===== config.mk =====
export PLATFORM = sky130hd
export DESIGN_NAME = measurement_guided_coarse_search_core_flat
export DESIGN_NICKNAME = d
export VERILOG_FILES = /design/src/rtl/mgcs_pkg.sv /design/src/rtl/mgcs_if.sv /design/src/rtl/measurement_guided_coarse_search_core.sv /design/src/rtl/mgcs_engine.sv /design/src/rtl/mgcs_code.sv /design/src/rtl/mgcs_skid.sv /design/src/flat_wrapper.sv
export SDC_FILE = /design/constraint.sdc
export NUM_CORES = 1
export LEC_CHECK = 0
export ABC_CLOCK_PERIOD_IN_PS = 9340
export BUFFER_PORTS_ARGS = -buffer_cell sky130_fd_sc_hd__buf_2
export CORE_MARGIN = 2
export CORE_UTILIZATION = 62
export CTS_CLUSTER_DIAMETER = 40
export CTS_CLUSTER_SIZE = 8
export DETAILED_ROUTE_END_ITERATION = 16
export PLACE_DENSITY = 0.82
export SYNTH_ARGS = -nofsm -noshare
export SYNTH_HDL_FRONTEND = slang
export SYNTH_HIERARCHICAL = 1
export SYNTH_SLANG_ARGS = --single-unit
export TNS_END_PERCENT = 30

===== constraint.sdc =====
create_clock -name clk_i -period 9.34 [get_ports clk_i]
set_input_delay 0.934 -clock clk_i [delete_from_list [all_inputs] [get_ports clk_i]]
set_output_delay 0.934 -clock clk_i [all_outputs]
set_load 0.01 [all_outputs]

===== src/rtl/mgcs_pkg.sv =====
// ----------------------------------------------------------------------------
// mgcs_pkg: shared types and constants for the coarse search core
// Phase encoding, operation codes, result flag bundle and code-field constants.
// ----------------------------------------------------------------------------
package mgcs_pkg;

  // Fixed field widths
  localparam int StartWidth = 16;
  localparam int IterWidth  = 4;
  localparam int CodeWidth  = 16;
  localparam int MagWidth   = 6;

  // Sign-magnitude code constants
  localparam logic [CodeWidth-1:0] SmSignBit = 16'h0040;
  localparam logic [MagWidth-1:0]  SmMagMax  = 6'd63;

  // Operation codes of an input word
  typedef enum logic {
    OpStart = 1'b0,
    OpRead  = 1'b1
  } op_e;

  // Search phase, one-hot
  typedef enum logic [5:0] {
    PhIdle      = 6'b000001,
    PhRoundUp   = 6'b000010,
    PhRoundDown = 6'b000100,
    PhFinUp     = 6'b001000,
    PhFinDown   = 6'b010000,
    PhFinLast   = 6'b100000
  } phase_e;

  // Result flags
  typedef struct packed {
    logic apply;
    logic measure;
    logic done_res;
  } flags_t;

endpackage


===== src/rtl/mgcs_if.sv =====
// ----------------------------------------------------------------------------
// mgcs_if: channel interfaces of the coarse search core
// Input word, result word and configuration write channels, valid/ready.
// ----------------------------------------------------------------------------
interface mgcs_item_if #(
  parameter int RSSI_WIDTH = 18
);
  logic                               valid;
  logic                               ready;
  logic                               op;
  logic signed [mgcs_pkg::StartWidth-1:0] start_value;
  logic [mgcs_pkg::IterWidth-1:0]     iterations;
  logic [RSSI_WIDTH-1:0]              rssi;

  modport source (output valid, op, start_value, iterations, rssi, input ready);
  modport sink   (input valid, op, start_value, iterations, rssi, output ready);
endinterface

interface mgcs_result_if #(
  parameter int VALUE_WIDTH = 16
);
  logic                              valid;
  logic                              ready;
  logic signed [VALUE_WIDTH-1:0]     setting;
  logic [mgcs_pkg::CodeWidth-1:0]    setting_code;
  logic                              apply;
  logic                              measure;
  logic                              done_res;

  modport source (output valid, setting, setting_code, apply, measure, done_res,
                  input ready);
  modport sink   (input valid, setting, setting_code, apply, measure, done_res,
                  output ready);
endinterface

interface mgcs_cfg_if;
  logic valid;
  logic ready;
  logic data;

  modport source (output valid, data, input ready);
  modport sink   (input valid, data, output ready);
endinterface


===== src/rtl/measurement_guided_coarse_search_core.sv =====
// ----------------------------------------------------------------------------
// measurement_guided_coarse_search_core: RSSI-guided coarse search
// Binary-style search over a signed setting driven by one reading per step.
// ----------------------------------------------------------------------------
// Each accepted word (start or reading) updates the search state and puts
// its result word into the output buffer at the accepting edge. A new word
// can be taken every cycle while input ready is high; the two-entry output
// buffer keeps a word pushed under an output stall in its second entry and
// drops input ready only while both entries are full. Readings that arrive
// with no search running are accepted and give no result. The mode register
// may be written at any time and affects codes of results formed afterwards.
module measurement_guided_coarse_search_core #(
  parameter int VALUE_WIDTH = 16,
  parameter int RSSI_WIDTH  = 18
) (
  input  logic              clk_i,
  input  logic              rst_ni,
  mgcs_item_if.sink         item_i,
  mgcs_result_if.source     result_o,
  mgcs_cfg_if.sink          cfg_i
);

  localparam int PackWidth = VALUE_WIDTH + mgcs_pkg::CodeWidth + 3;

  logic                            sm_mode_q;
  logic                            fire, space, res_valid;
  logic [VALUE_WIDTH-1:0]          res_setting;
  mgcs_pkg::flags_t                res_flags, out_flags;
  logic [mgcs_pkg::CodeWidth-1:0]  res_code;
  logic [PackWidth-1:0]            pack_in, pack_out;

  // Configuration register
  assign cfg_i.ready = 1'b1;
  always_ff @(posedge clk_i or negedge rst_ni) begin
    if (!rst_ni) begin
      sm_mode_q <= 1'b0;
    end else if (cfg_i.valid) begin
      sm_mode_q <= cfg_i.data;
    end
  end

  // Input handshake
  assign item_i.ready = space;
  assign fire         = item_i.valid && space;

  mgcs_engine #(
    .VALUE_WIDTH (VALUE_WIDTH),
    .RSSI_WIDTH  (RSSI_WIDTH)
  ) u_engine (
    .clk_i         (clk_i),
    .rst_ni        (rst_ni),
    .fire_i        (fire),
    .op_i          (item_i.op),
    .start_value_i (item_i.start_value),
    .iterations_i  (item_i.iterations),
    .rssi_i        (item_i.rssi),
    .res_valid_o   (res_valid),
    .res_setting_o (res_setting),
    .res_flags_o   (res_flags)
  );

  mgcs_code #(
    .VALUE_WIDTH (VALUE_WIDTH)
  ) u_code (
    .sm_mode_i (sm_mode_q),
    .setting_i (res_setting),
    .code_o    (res_code)
  );

  // Pack result word into the output buffer
  assign pack_in = {res_setting, res_code, res_flags};

  mgcs_skid #(
    .WIDTH (PackWidth)
  ) u_skid (
    .clk_i   (clk_i),
    .rst_ni  (rst_ni),
    .push_i  (res_valid),
    .data_i  (pack_in),
    .space_o (space),
    .valid_o (result_o.valid),
    .ready_i (result_o.ready),
    .data_o  (pack_out)
  );

  // Unpack result word
  assign out_flags             = pack_out[2:0];
  assign result_o.setting      = pack_out[PackWidth-1 -: VALUE_WIDTH];
  assign result_o.setting_code = pack_out[mgcs_pkg::CodeWidth+2 -: mgcs_pkg::CodeWidth];
  assign result_o.apply        = out_flags.apply;
  assign result_o.measure      = out_flags.measure;
  assign result_o.done_res     = out_flags.done_res;

endmodule


===== src/rtl/mgcs_engine.sv =====
// ----------------------------------------------------------------------------
// mgcs_engine: search state and step update
// Updates the search state on each accepted word and forms its result word, if it gives one.
// ----------------------------------------------------------------------------
module mgcs_engine #(
  parameter int VALUE_WIDTH = 16,
  parameter int RSSI_WIDTH  = 18
) (
  input  logic                                clk_i,
  input  logic                                rst_ni,
  input  logic                                fire_i,
  input  logic                                op_i,
  input  logic signed [mgcs_pkg::StartWidth-1:0] start_value_i,
  input  logic [mgcs_pkg::IterWidth-1:0]      iterations_i,
  input  logic [RSSI_WIDTH-1:0]               rssi_i,
  output logic                                res_valid_o,
  output logic [VALUE_WIDTH-1:0]              res_setting_o,
  output mgcs_pkg::flags_t                    res_flags_o
);

  localparam logic [VALUE_WIDTH-1:0] One = VALUE_WIDTH'(1);

  mgcs_pkg::phase_e                  phase_q, phase_d;
  logic [VALUE_WIDTH-1:0]            trial_q, trial_d;
  logic [RSSI_WIDTH-1:0]             ref_q, ref_d;
  logic [mgcs_pkg::IterWidth-1:0]    round_q, round_d;
  logic [mgcs_pkg::IterWidth-1:0]    steps_q, steps_d;

  logic [mgcs_pkg::IterWidth-1:0]    exp0, exp1, exp2, round_inc, last_round;
  logic [VALUE_WIDTH-1:0]            pw0, pw1, pw2, fin_step, start_ext;
  logic                              ref_lower;

  // Step sizes of the current round
  assign exp0       = steps_q - round_q;
  assign exp1       = exp0 - 4'd1;
  assign exp2       = exp0 - 4'd2;
  assign pw0        = One << exp0;
  assign pw1        = One << exp1;
  assign pw2        = One << exp2;
  assign fin_step   = (steps_q == '0) ? One : (One << 1);
  assign round_inc  = round_q + 4'd1;
  assign last_round = steps_q - 4'd1;
  assign ref_lower  = ref_q < rssi_i;
  assign start_ext  = VALUE_WIDTH'(start_value_i);

  // Next state and result word
  always_comb begin
    phase_d       = phase_q;
    trial_d       = trial_q;
    ref_d         = ref_q;
    round_d       = round_q;
    steps_d       = steps_q;
    res_valid_o   = 1'b0;
    res_setting_o = trial_q;
    res_flags_o   = '{apply: 1'b1, measure: 1'b1, done_res: 1'b0};
    if (fire_i) begin
      if (op_i == mgcs_pkg::OpStart) begin
        trial_d       = start_ext;
        steps_d       = iterations_i;
        round_d       = '0;
        ref_d         = '0;
        phase_d       = (iterations_i > 4'd1) ? mgcs_pkg::PhRoundUp : mgcs_pkg::PhFinUp;
        res_valid_o   = 1'b1;
        res_setting_o = start_ext;
      end else begin
        unique case (phase_q)
          mgcs_pkg::PhRoundUp: begin
            ref_d         = rssi_i;
            trial_d       = trial_q - pw0;
            phase_d       = mgcs_pkg::PhRoundDown;
            res_valid_o   = 1'b1;
            res_setting_o = trial_d;
          end
          mgcs_pkg::PhRoundDown: begin
            if (ref_q >= rssi_i) begin
              trial_d = trial_q + pw2;
            end else begin
              trial_d = trial_q + pw0 + pw1 - pw2;
            end
            round_d       = round_inc;
            phase_d       = (round_inc < last_round) ? mgcs_pkg::PhRoundUp
                                                     : mgcs_pkg::PhFinUp;
            res_valid_o   = 1'b1;
            res_setting_o = trial_d;
          end
          mgcs_pkg::PhFinUp: begin
            ref_d         = rssi_i;
            trial_d       = trial_q - fin_step;
            phase_d       = mgcs_pkg::PhFinDown;
            res_valid_o   = 1'b1;
            res_setting_o = trial_q - (fin_step << 1);
          end
          mgcs_pkg::PhFinDown: begin
            if (ref_lower) begin
              trial_d = trial_q + One;
            end
            phase_d       = mgcs_pkg::PhFinLast;
            res_valid_o   = 1'b1;
            res_setting_o = trial_d;
          end
          mgcs_pkg::PhFinLast: begin
            if (ref_lower) begin
              trial_d = trial_q + One;
            end
            phase_d       = mgcs_pkg::PhIdle;
            res_valid_o   = 1'b1;
            res_setting_o = trial_d;
            res_flags_o   = '{apply: ref_lower, measure: 1'b0, done_res: 1'b1};
          end
          default: begin
            // drop readings while idle
            phase_d = mgcs_pkg::PhIdle;
          end
        endcase
      end
    end
  end

  // Hold state between words
  always_ff @(posedge clk_i or negedge rst_ni) begin
    if (!rst_ni) begin
      phase_q <= mgcs_pkg::PhIdle;
      trial_q <= '0;
      ref_q   <= '0;
      round_q <= '0;
      steps_q <= '0;
    end else begin
      phase_q <= phase_d;
      trial_q <= trial_d;
      ref_q   <= ref_d;
      round_q <= round_d;
      steps_q <= steps_d;
    end
  end

  // A start always moves into the rounds or the final phase
  a_start_phase: assert property (@(posedge clk_i) disable iff (!rst_ni)
    (fire_i && op_i == mgcs_pkg::OpStart) |=>
      (phase_q == mgcs_pkg::PhRoundUp || phase_q == mgcs_pkg::PhFinUp))
    else $error("start did not enter a search phase");

  // A reading while idle gives no result and leaves the block idle
  a_idle_drop: assert property (@(posedge clk_i) disable iff (!rst_ni)
    (fire_i && op_i == mgcs_pkg::OpRead && phase_q == mgcs_pkg::PhIdle) |->
      (!res_valid_o && phase_d == mgcs_pkg::PhIdle))
    else $error("reading while idle produced a result");

  // The final result requests no further reading and ends the search
  a_done_ends: assert property (@(posedge clk_i) disable iff (!rst_ni)
    (res_valid_o && res_flags_o.done_res) |->
      (!res_flags_o.measure && phase_d == mgcs_pkg::PhIdle))
    else $error("final result did not end the search");

endmodule


===== src/rtl/mgcs_code.sv =====
// ----------------------------------------------------------------------------
// mgcs_code: setting code encoder
// Maps a setting to two's complement bits or saturated 7-bit sign-magnitude.
// ----------------------------------------------------------------------------
module mgcs_code #(
  parameter int VALUE_WIDTH = 16
) (
  input  logic                             sm_mode_i,
  input  logic [VALUE_WIDTH-1:0]           setting_i,
  output logic [mgcs_pkg::CodeWidth-1:0]   code_o
);

  logic                                    neg;
  logic [VALUE_WIDTH-1:0]                  mag_full;
  logic [mgcs_pkg::MagWidth-1:0]           mag;
  logic [VALUE_WIDTH+mgcs_pkg::CodeWidth-1:0] raw;

  // Magnitude, saturated to the code field
  assign neg      = setting_i[VALUE_WIDTH-1];
  assign mag_full = neg ? (~setting_i + VALUE_WIDTH'(1)) : setting_i;
  assign mag      = (mag_full > VALUE_WIDTH'(mgcs_pkg::SmMagMax)) ? mgcs_pkg::SmMagMax
                                                                   : mag_full[5:0];
  assign raw      = {{mgcs_pkg::CodeWidth{1'b0}}, setting_i};

  // Select the code form
  always_comb begin
    if (sm_mode_i) begin
      code_o = (neg ? mgcs_pkg::SmSignBit : '0) | mgcs_pkg::CodeWidth'(mag);
    end else begin
      code_o = raw[mgcs_pkg::CodeWidth-1:0];
    end
  end

endmodule


===== src/rtl/mgcs_skid.sv =====
// ----------------------------------------------------------------------------
// mgcs_skid: two-entry output buffer
// Result register plus a skid register so input can be taken under a stall.
// ----------------------------------------------------------------------------
module mgcs_skid #(
  parameter int WIDTH = 35
) (
  input  logic             clk_i,
  input  logic             rst_ni,
  input  logic             push_i,
  input  logic [WIDTH-1:0] data_i,
  output logic             space_o,
  output logic             valid_o,
  input  logic             ready_i,
  output logic [WIDTH-1:0] data_o
);

  logic             main_v_q, skid_v_q;
  logic [WIDTH-1:0] main_q, skid_q;
  logic             pop;

  assign pop     = main_v_q && ready_i;
  assign space_o = !skid_v_q;
  assign valid_o = main_v_q;
  assign data_o  = main_q;

  // Advance valid flags
  always_ff @(posedge clk_i or negedge rst_ni) begin
    if (!rst_ni) begin
      main_v_q <= 1'b0;
      skid_v_q <= 1'b0;
    end else if (skid_v_q) begin
      if (pop) begin
        skid_v_q <= 1'b0;
      end
    end else if (push_i) begin
      if (main_v_q && !pop) begin
        skid_v_q <= 1'b1;
      end else begin
        main_v_q <= 1'b1;
      end
    end else if (pop) begin
      main_v_q <= 1'b0;
    end
  end

  // Move payload words
  always_ff @(posedge clk_i) begin
    if (skid_v_q) begin
      if (pop) begin
        main_q <= skid_q;
      end
    end else if (push_i) begin
      if (main_v_q && !pop) begin
        skid_q <= data_i;
      end else begin
        main_q <= data_i;
      end
    end
  end

  a_skid_behind_main: assert property (@(posedge clk_i) disable iff (!rst_ni)
    skid_v_q |-> main_v_q)
    else $error("skid entry held without a result entry");

  a_stall_fills_skid: assert property (@(posedge clk_i) disable iff (!rst_ni)
    (push_i && main_v_q && !ready_i) |=> skid_v_q)
    else $error("word pushed under stall was not kept");

endmodule


===== src/flat_wrapper.sv =====
// flat-port wrapper written by rule: the top's interface ports become plain ports
module measurement_guided_coarse_search_core_flat 
#(
  parameter int VALUE_WIDTH = 16,
  parameter int RSSI_WIDTH  = 18
)
  (clk_i, rst_ni, item_i_valid, item_i_op, item_i_start_value, item_i_iterations, item_i_rssi, item_i_ready, result_o_valid, result_o_setting, result_o_setting_code, result_o_apply, result_o_measure, result_o_done_res, result_o_ready, cfg_i_valid, cfg_i_data, cfg_i_ready);
  mgcs_item_if #(.RSSI_WIDTH(RSSI_WIDTH)) item_i_i ();
  mgcs_result_if #(.VALUE_WIDTH(VALUE_WIDTH)) result_o_i ();
  mgcs_cfg_if cfg_i_i ();
  input  logic clk_i;
  input  logic rst_ni;
  input wire logic [$bits(item_i_i.valid)-1:0] item_i_valid;
  input wire logic [$bits(item_i_i.op)-1:0] item_i_op;
  input wire logic [$bits(item_i_i.start_value)-1:0] item_i_start_value;
  input wire logic [$bits(item_i_i.iterations)-1:0] item_i_iterations;
  input wire logic [$bits(item_i_i.rssi)-1:0] item_i_rssi;
  output wire logic [$bits(item_i_i.ready)-1:0] item_i_ready;
  output wire logic [$bits(result_o_i.valid)-1:0] result_o_valid;
  output wire logic [$bits(result_o_i.setting)-1:0] result_o_setting;
  output wire logic [$bits(result_o_i.setting_code)-1:0] result_o_setting_code;
  output wire logic [$bits(result_o_i.apply)-1:0] result_o_apply;
  output wire logic [$bits(result_o_i.measure)-1:0] result_o_measure;
  output wire logic [$bits(result_o_i.done_res)-1:0] result_o_done_res;
  input wire logic [$bits(result_o_i.ready)-1:0] result_o_ready;
  input wire logic [$bits(cfg_i_i.valid)-1:0] cfg_i_valid;
  input wire logic [$bits(cfg_i_i.data)-1:0] cfg_i_data;
  output wire logic [$bits(cfg_i_i.ready)-1:0] cfg_i_ready;
  assign item_i_i.valid = item_i_valid;
  assign item_i_i.op = item_i_op;
  assign item_i_i.start_value = item_i_start_value;
  assign item_i_i.iterations = item_i_iterations;
  assign item_i_i.rssi = item_i_rssi;
  assign item_i_ready = item_i_i.ready;
  assign result_o_valid = result_o_i.valid;
  assign result_o_setting = result_o_i.setting;
  assign result_o_setting_code = result_o_i.setting_code;
  assign result_o_apply = result_o_i.apply;
  assign result_o_measure = result_o_i.measure;
  assign result_o_done_res = result_o_i.done_res;
  assign result_o_i.ready = result_o_ready;
  assign cfg_i_i.valid = cfg_i_valid;
  assign cfg_i_i.data = cfg_i_data;
  assign cfg_i_ready = cfg_i_i.ready;
  measurement_guided_coarse_search_core #(.VALUE_WIDTH(VALUE_WIDTH), .RSSI_WIDTH(RSSI_WIDTH)) u_core (.clk_i(clk_i), .rst_ni(rst_ni), .item_i(item_i_i), .result_o(result_o_i), .cfg_i(cfg_i_i));
endmodule

## After elaboration in Yosys (flattened, before gate mapping)

Index checks and enable logic that the tools add are counted.

- Register bits: 121
- Latch bits: 0
- RAM bits: 0
- ROM bits: 0
- Bits of input ports: 45
- Output and inout bits: 38
- Logic and storage cells: 102
- Memories kept: 0

- $add $sub $neg: 14
- Multipliers: 0
- Divide/modulo/power cells: 0
- $lt $le $gt $ge: 5
- Eq/ne operators: 11
- Shift operators: 3
- Muxes and demuxes: 37
- Bitwise gates (word level): 4
- Reduce and logical (&&, ||, !) cells: 18

Operator list:

| kind | number |
|---|---|
| $mux 35 | 4 |
| $pmux 16 s4 | 2 |
| $mux 16 | 7 |
| $add 16x16->16 | 3 |
| $shl 1x4->16 const A | 3 |
| $mux 18 | 2 |
| $add 16x1->16 const B | 2 |
| $sub 16x16->16 | 2 |
| $pmux 6 s4 | 1 |
| $ge 18x18->1 | 1 |
| $lt 18x18->1 | 1 |
| $gt 16x6->1 const B | 1 |
| $mux 4 | 4 |
| $not 16->16 | 1 |
| $sub 16x2->16 | 1 |
| $sub 16x3->16 | 1 |
| $mux 6 | 2 |
| $mux 1 | 10 |
| $mux 3 | 3 |
| $reduce_and 3->1 | 3 |
| $reduce_and 2->1 | 4 |
| $sub 4x1->4 const B | 2 |
| $mux 7 | 1 |
| $or 7x6->7 | 1 |
| 21 further kinds | 30 |

## Logic depth before layout (Yosys ltp)

- Depth after elaboration: 19
- Mapped depth: 32
- Mapped depth without buffers: 30

## Hierarchy

The synthesis kept the hierarchy.

By module, submodules not included:

| module | instances | cells each | area an instance (um^2) | sequential area each (um^2) |
|---|---|---|---|---|
| mgcs_engine | 1 | 1032 | 7975.1 | 1202.4 |
| mgcs_skid | 1 | 120 | 2650.0 | 2152.1 |
| mgcs_code | 1 | 95 | 600.6 | 0.0 |
| measurement_guided_coarse_search_core | 1 | 5 | 57.6 | 25.0 |

## Worst setup path after synthesis

OpenSTA, ideal clock, no wires.

- Path type: register -> register
- From: reg u_core/u_engine/round_q[0] (netlist name)
- To: reg u_core.u_skid.main_q[7] (netlist: u_core/u_skid/data_o[7]), data pin
- Library setup time: 260 ps
- Arrival: 6742 ps
- Data required time: 9080 ps
- Setup slack: 2338 ps
- Cell stages (with the launch flop): 30
- Path buffers: 1
- Period minus slack after synthesis: 7002 ps
- Cells stage by stage: dfrtp_1 > ha_1 > fa_1 > xnor2_1 > a21oi_1 > nand2_1 > fa_1 > inv_1 > fa_1 > inv_1 > ha_1 > fa_1 > a211oi_1 > o21ai_0 > a311oi_1 > o2111ai_1 > a21oi_1 > xnor2_1 > o221ai_1 > nor2_1 > a21oi_1 > clkbuf_1 > nand2_1 > a21oi_1 > nor4_2 > nor3_2 > nand4_2 > nor3_1 > nor3_1 > mux2_2

- Cells in the longest elaborated chain, start to end: 19
- Elaborated cells between the ends (all ways): 25
- Classes of those cells: 9 x add/sub; 1 x order compare; 3 x shift; 10 x mux; 2 x bitwise

Ends and longest elaborated chain:

| what | RTL line | text |
|---|---|---|
| start: declaration | mgcs_engine.sv:26 | `logic [mgcs_pkg::IterWidth-1:0] round_q, round_d;` |
| start signal: assignment | mgcs_engine.sv:131 | `round_q <= round_d;` |
| $sub 4x4->4 (*) | mgcs_engine.sv:34 | `assign exp0 = steps_q - round_q;` |
| $shl 1x4->16 / $sub 4x1->4 (equally long branches) | mgcs_engine.sv:37, mgcs_engine.sv:35 |  |
| $add 16x16->16 / $shl 1x4->16 (equally long branches) | mgcs_engine.sv:78, mgcs_engine.sv:38 |  |
| $add 16x16->16 | mgcs_engine.sv:78 | `trial_d = trial_q + pw0 + pw1 - pw2;` |
| $sub 16x16->16 | mgcs_engine.sv:78 |  |
| $mux 16 | mgcs_engine.sv:75 | `if (ref_q >= rssi_i) begin` |
| $pmux 16 s4 (*) | mgcs_engine.sv:66 | `unique case (phase_q)` |
| $mux 16 (*) | mgcs_engine.sv:57 | `if (op_i == mgcs_pkg::OpStart) begin` |
| (+1 left out) | n/a |  |
| named net u_core.res_setting[15] | measurement_guided_coarse_search_core.sv:27 | `logic [VALUE_WIDTH-1:0] res_setting;` |
| (+3 left out) | n/a |  |
| $gt 16x6->1 | mgcs_code.sv:21 | `assign mag = (mag_full > VALUE_WIDTH'(mgcs_pkg::SmMagMax)) ? mgcs_pkg::SmMagMax` |
| $mux 6 (*) | mgcs_code.sv:21 |  |
| $or 7x6->7 (*) | mgcs_code.sv:28 | `code_o = (neg ? mgcs_pkg::SmSignBit : '0) \| mgcs_pkg::CodeWidth'(mag);` |
| $mux 16 (*) | mgcs_code.sv:27 | `if (sm_mode_i) begin` |
| named net u_core.res_code, one bit | measurement_guided_coarse_search_core.sv:29 | `logic [mgcs_pkg::CodeWidth-1:0] res_code;` |
| $mux 35 (*) | mgcs_skid.sv:54 | `if (main_v_q && !pop) begin` |
| $mux 35 (*) | mgcs_skid.sv:53 | `end else if (push_i) begin` |
| $mux 35 (*) | mgcs_skid.sv:49 | `if (skid_v_q) begin` |
| end signal: assignment | mgcs_skid.sv:51 | `main_q <= skid_q;` |
| end signal: assignment | mgcs_skid.sv:57 | `main_q <= data_i;` |
| end: declaration | mgcs_skid.sv:19 | `logic [WIDTH-1:0] main_q, skid_q;` |

The timed path passes the listed nets; every way through them passes the cells marked *. The select of a mux whose other input is x is not followed.
A chain may end at the register's enable or synchronous reset.

## Worst setup path in the final report

- From: reg u_core/u_engine/round_q[2] (netlist name)
- To: reg u_core.u_skid.main_q[7] (netlist: u_core/u_skid/data_o[7]), data pin

- Cells in the longest elaborated chain, start to end: 19
- Elaborated cells between the ends (all ways): 25
- Classes of those cells: 9 x add/sub; 1 x order compare; 3 x shift; 10 x mux; 2 x bitwise

Ends and longest elaborated chain:

| what | RTL line |
|---|---|
| $sub 4x4->4 (*) | mgcs_engine.sv:34 |
| $shl 1x4->16 / $sub 4x1->4 (equally long branches) | mgcs_engine.sv:37, mgcs_engine.sv:35 |
| $add 16x16->16 / $shl 1x4->16 (equally long branches) | mgcs_engine.sv:78, mgcs_engine.sv:38 |
| $add 16x16->16 | mgcs_engine.sv:78 |
| $sub 16x16->16 | mgcs_engine.sv:78 |
| $mux 16 | mgcs_engine.sv:75 |
| $pmux 16 s4 (*) | mgcs_engine.sv:66 |
| $mux 16 (*) | mgcs_engine.sv:57 |
| (+1 left out) | n/a |
| named net u_core.res_setting[9] | measurement_guided_coarse_search_core.sv:27 |
| (+3 left out) | n/a |
| $gt 16x6->1 (*) | mgcs_code.sv:21 |
| $mux 6 (*) | mgcs_code.sv:21 |
| $or 7x6->7 (*) | mgcs_code.sv:28 |
| $mux 16 (*) | mgcs_code.sv:27 |
| named net u_core.res_code, one bit | measurement_guided_coarse_search_core.sv:29 |
| $mux 35 (*) | mgcs_skid.sv:54 |
| $mux 35 (*) | mgcs_skid.sv:53 |
| $mux 35 (*) | mgcs_skid.sv:49 |

Marks and branches as above.

==> run_results.csv <==
group,metric,value,unit
floorplanning,fp-row-count,49,
synthesis,yosys-mux-area-fraction,4.89,%
layout,diodes,0,
clock_tree,clk_path_buf_depth,2,
setup_path,critical_path_class,"register to register",
setup_path,crit_path_start_kind,"register",
global_route,grt_pass1_vias,9327,
clock_tree,ctsHoldBuffers,0,
layout,drive_above_1_share,14.7,%
setup_path,reg2reg_depth,27,
synthesis,yosys.area_share.simple,17.6,%
placement,place_hpwl,22100,µm
clock_tree,cts_setup_buffers,0,
synthesis,synth_edf_count,70,
routing,num_vias,9951,
sta,slew_violations,0,
hold_path,hold_end,"u_core/u_engine/ref_q[13]",
global_route,grt_overflow_total,0,
synthesis,post_synth_num_cell_types,92,
synthesis,postSynthCellCount,1252,
global_route,busiest_layer,"met2",
global_route,met3_usage,6.08,%
layout,multi_input_area,7090,µm²
global_route,grt_max_degree,52,
setup_path,endpoint_kind,"register",
synthesis,syn_avg_cell_area,9.01,µm²
sta,finalSetupTns,0,ns
global_route,grt_use_met2,50.3,%
layout,fin_util,69.2,%
setup_path,crit_path_start,"u_core/u_engine/round_q[2]",
routing,ant_nets,0,
sta,fin_crit_sh,90.2,%
routing,dr.pass1.iters,6,
setup_path,required,9.50,ns
synthesis,synth_seq_area_share,30.0,%
clock_tree,htreeDepth,4,
layout,nNetsFinal,1483,
clock_tree,ctsRootBufferMaster,"clkbuf_16",
sta,clock_skew,0.0124,ns
routing,first_iter_violations,1380,
clock_tree,clk_latency,0.42,ns
layout,area_delta_synth_final,9.76,%
sta,max_freq,119,MHz
floorplanning,die_h,139,µm
routing,wire_per_inst,19.6,µm
floorplanning,initial_core_util,63.0,%
setup_path,r2r_end,"u_core/u_skid/data_o[7]",
hold_path,hp-class,"register to register",
placement,gp_congestion,0.995,
status,status,"completed",
setup_path,cp_max_fo,12,
sta,hold_viol,0,
setup_path,worstReg2RegStart,"u_core/u_engine/round_q[2]",
routing,postRouteWirelength,30400,µm
layout,register_area,3380,µm²
sta,period_needed,8.42,ns
routing,drcViolationCount,0,
synthesis,synthFlopType,"edfxtp_1",
sta,worst_slew_pin_slew,1.28,ns
synthesis,synthXorXnorAreaFrac,6.60,%
hold_path,hold_start,"u_core/u_engine/ref_q[13]",
synthesis,synth_nets,1424,
synthesis,yosys_warnings,6,
routing,viasPerCell,6.41,
clock_tree,cts_sinks,121,
placement,pre_cts_ws,1.23,ns
global_route,globalRouteMet1Util,43.6,%
synthesis,synth_top_family_by_area,"simple AND/OR/NAND/NOR gates",
global_route,grt_first_pass_wirelength,48600,µm
floorplanning,die_x,139,µm
synthesis,synth_adder_area_share,16.4,%
setup_path,crit_arrival,8.58,ns
sta,rsz0062_at_grt,"no",
clock_tree,path_clk_slew,0.06,ns
hold_path,hold_depth,1,
floorplanning,io-pin-count,83,
placement,portBuffers,81,
sta,setup_viol,0,
synthesis,ys_ff_latch,121,
synthesis,async_flop_share,42.1,%
layout,num-fill-cells,1381,
clock_tree,post_cts_resized,0,
global_route,track_usage,31.5,%
clock_tree,cts_tree,"built",
sta,postLayoutSetupSlackWorst,0.915,ns
layout,layout_common_cells,"147 x inv_1, 110 x nor2_1, 92 x ha_1",
layout,final_common_cell,"inv_1",
sta,max_slew_margin,14.3,%
synthesis,syn_area,11300,µm²
floorplanning,die_area,19300,µm²
global_route,grt_antenna_before_repair,0,
synthesis,synth-compound-area-share,17.3,%
clock_tree,cts_made_buffers,17,
job,maxCapViolations,0,
setup_path,reg2reg_setup_slack,0.92,ns
floorplanning,core-area,17900,µm²
logic make-up (layout without fill, tap and decap cells):
group | count (synthesis) | after routing
AOI/OAI and AO/OA | 275 | 275
xor gates and xnor gates | 85 | 85
adders and majority gates | 127 | 127
buffers and inverters | 202 | 274
DFF | 121 | 121
muxes | 50 | 50
other | 1 | 1
and+or+nand+nor | 391 | 391
sequential cells by signal, summed over array words and instances, names as in the netlist:
name,count
u_core/u_skid/data_o,35
u_core/u_skid/skid_q,35
u_core/u_engine/ref_q,18
u_core/u_engine/trial_q,16
u_core/u_engine/phase_q,6
u_core/u_engine/round_q,4
u_core/u_engine/steps_q,4
u_core/sm_mode_q,1
u_core/u_skid/skid_v_q,1
u_core/u_skid/valid_o,1
synthesized netlist by cell type, drive strengths merged, types with 21 or more instances:
cell      n  area, µm²
dfrtp    50       1250
fa       35        701
xnor2    57        499
o22ai    29        188
ha       92       1150
xor2     28        245
inv     149        559
mux2     38        432
a22o     25        220
o21ai    42        221
clkbuf   36        135
edfxtp   70       2100
nand2    86        338
nor2    111        419
nor3     46        245
a21oi    57        285
nor4     21        150
nand3    29        145
worst max-delay path by stage:
stage          cells after the start  slack (ns)                 endpoint
2_1_floorplan                     29        2.34  u_core/u_skid/data_o[7]
3_3_place_gp                      27        1.53  u_core/u_skid/data_o[7]
3_5_place_dp                      27        1.23  u_core/u_skid/data_o[7]
4_1_cts                           27        1.13  u_core/u_skid/data_o[7]
5_1_grt                           30        0.49  u_core/u_skid/data_o[7]
6_report                          27        0.92  u_core/u_skid/data_o[7]
critical path, stage by stage (launching register included):
cell      delay (ns)
dfrtp_1         0.42
inv_1           0.07
ha_1            0.36
a21oi_1         0.21
nand3_1         0.16
and2_1          0.22
nor2_1          0.56
nand3_1         0.29
fa_1            0.54
inv_1           0.05
fa_1            0.53
inv_1           0.07
fa_1            0.48
a211oi_1        0.33
o21ai_0         0.21
a31oi_1         0.22
xnor2_1         0.14
nor2_1          0.07
o32ai_1         0.50
o22ai_1         0.16
a221oi_1        0.96
o221ai_1        0.21
o21a_1          0.26
nor3_2          0.30
nand4_2         0.24
nor3_1          0.26
nor3_1          0.09
mux2_2          0.27
stage by stage:
step | std cells | cell area (µm²) | hold slack [ns]
2_1_floorplan | 1252 | 11300 | 0.473
3_3_place_gp | 1521 | 11800 | 0.492
3_5_place_dp | 1521 | 11800 | 0.496
4_1_cts | 1553 | 12400 | 0.513
5_1_grt | 1553 | 12400 | 0.521
6_report | 1553 | 12400 | 0.509
metal layers:
layer / vias up / share of wire (%)
met2: 596 / 45
met4: 0 / 3.8
met1: 4655 / 41
li1: 4591 / -
met5: - / 0
met3: 109 / 9.7
final cells by class:
| type | instances | share of cell area [%] |
|---|---|---|
| clock buffer | 17 | 3.44 |
| clock inverter | 15 | 1.21 |
| inverter | 149 | 4.52 |
| multi-input combinational | 929 | 57.2 |
| sequential | 121 | 27.3 |
| tap | 229 | 2.31 |
| timing repair buffer | 93 | 4.00 |
Power is left out: the tool's default activity adds up to more than one toggle a clock period on the data nets, which glitch-free logic cannot reach.
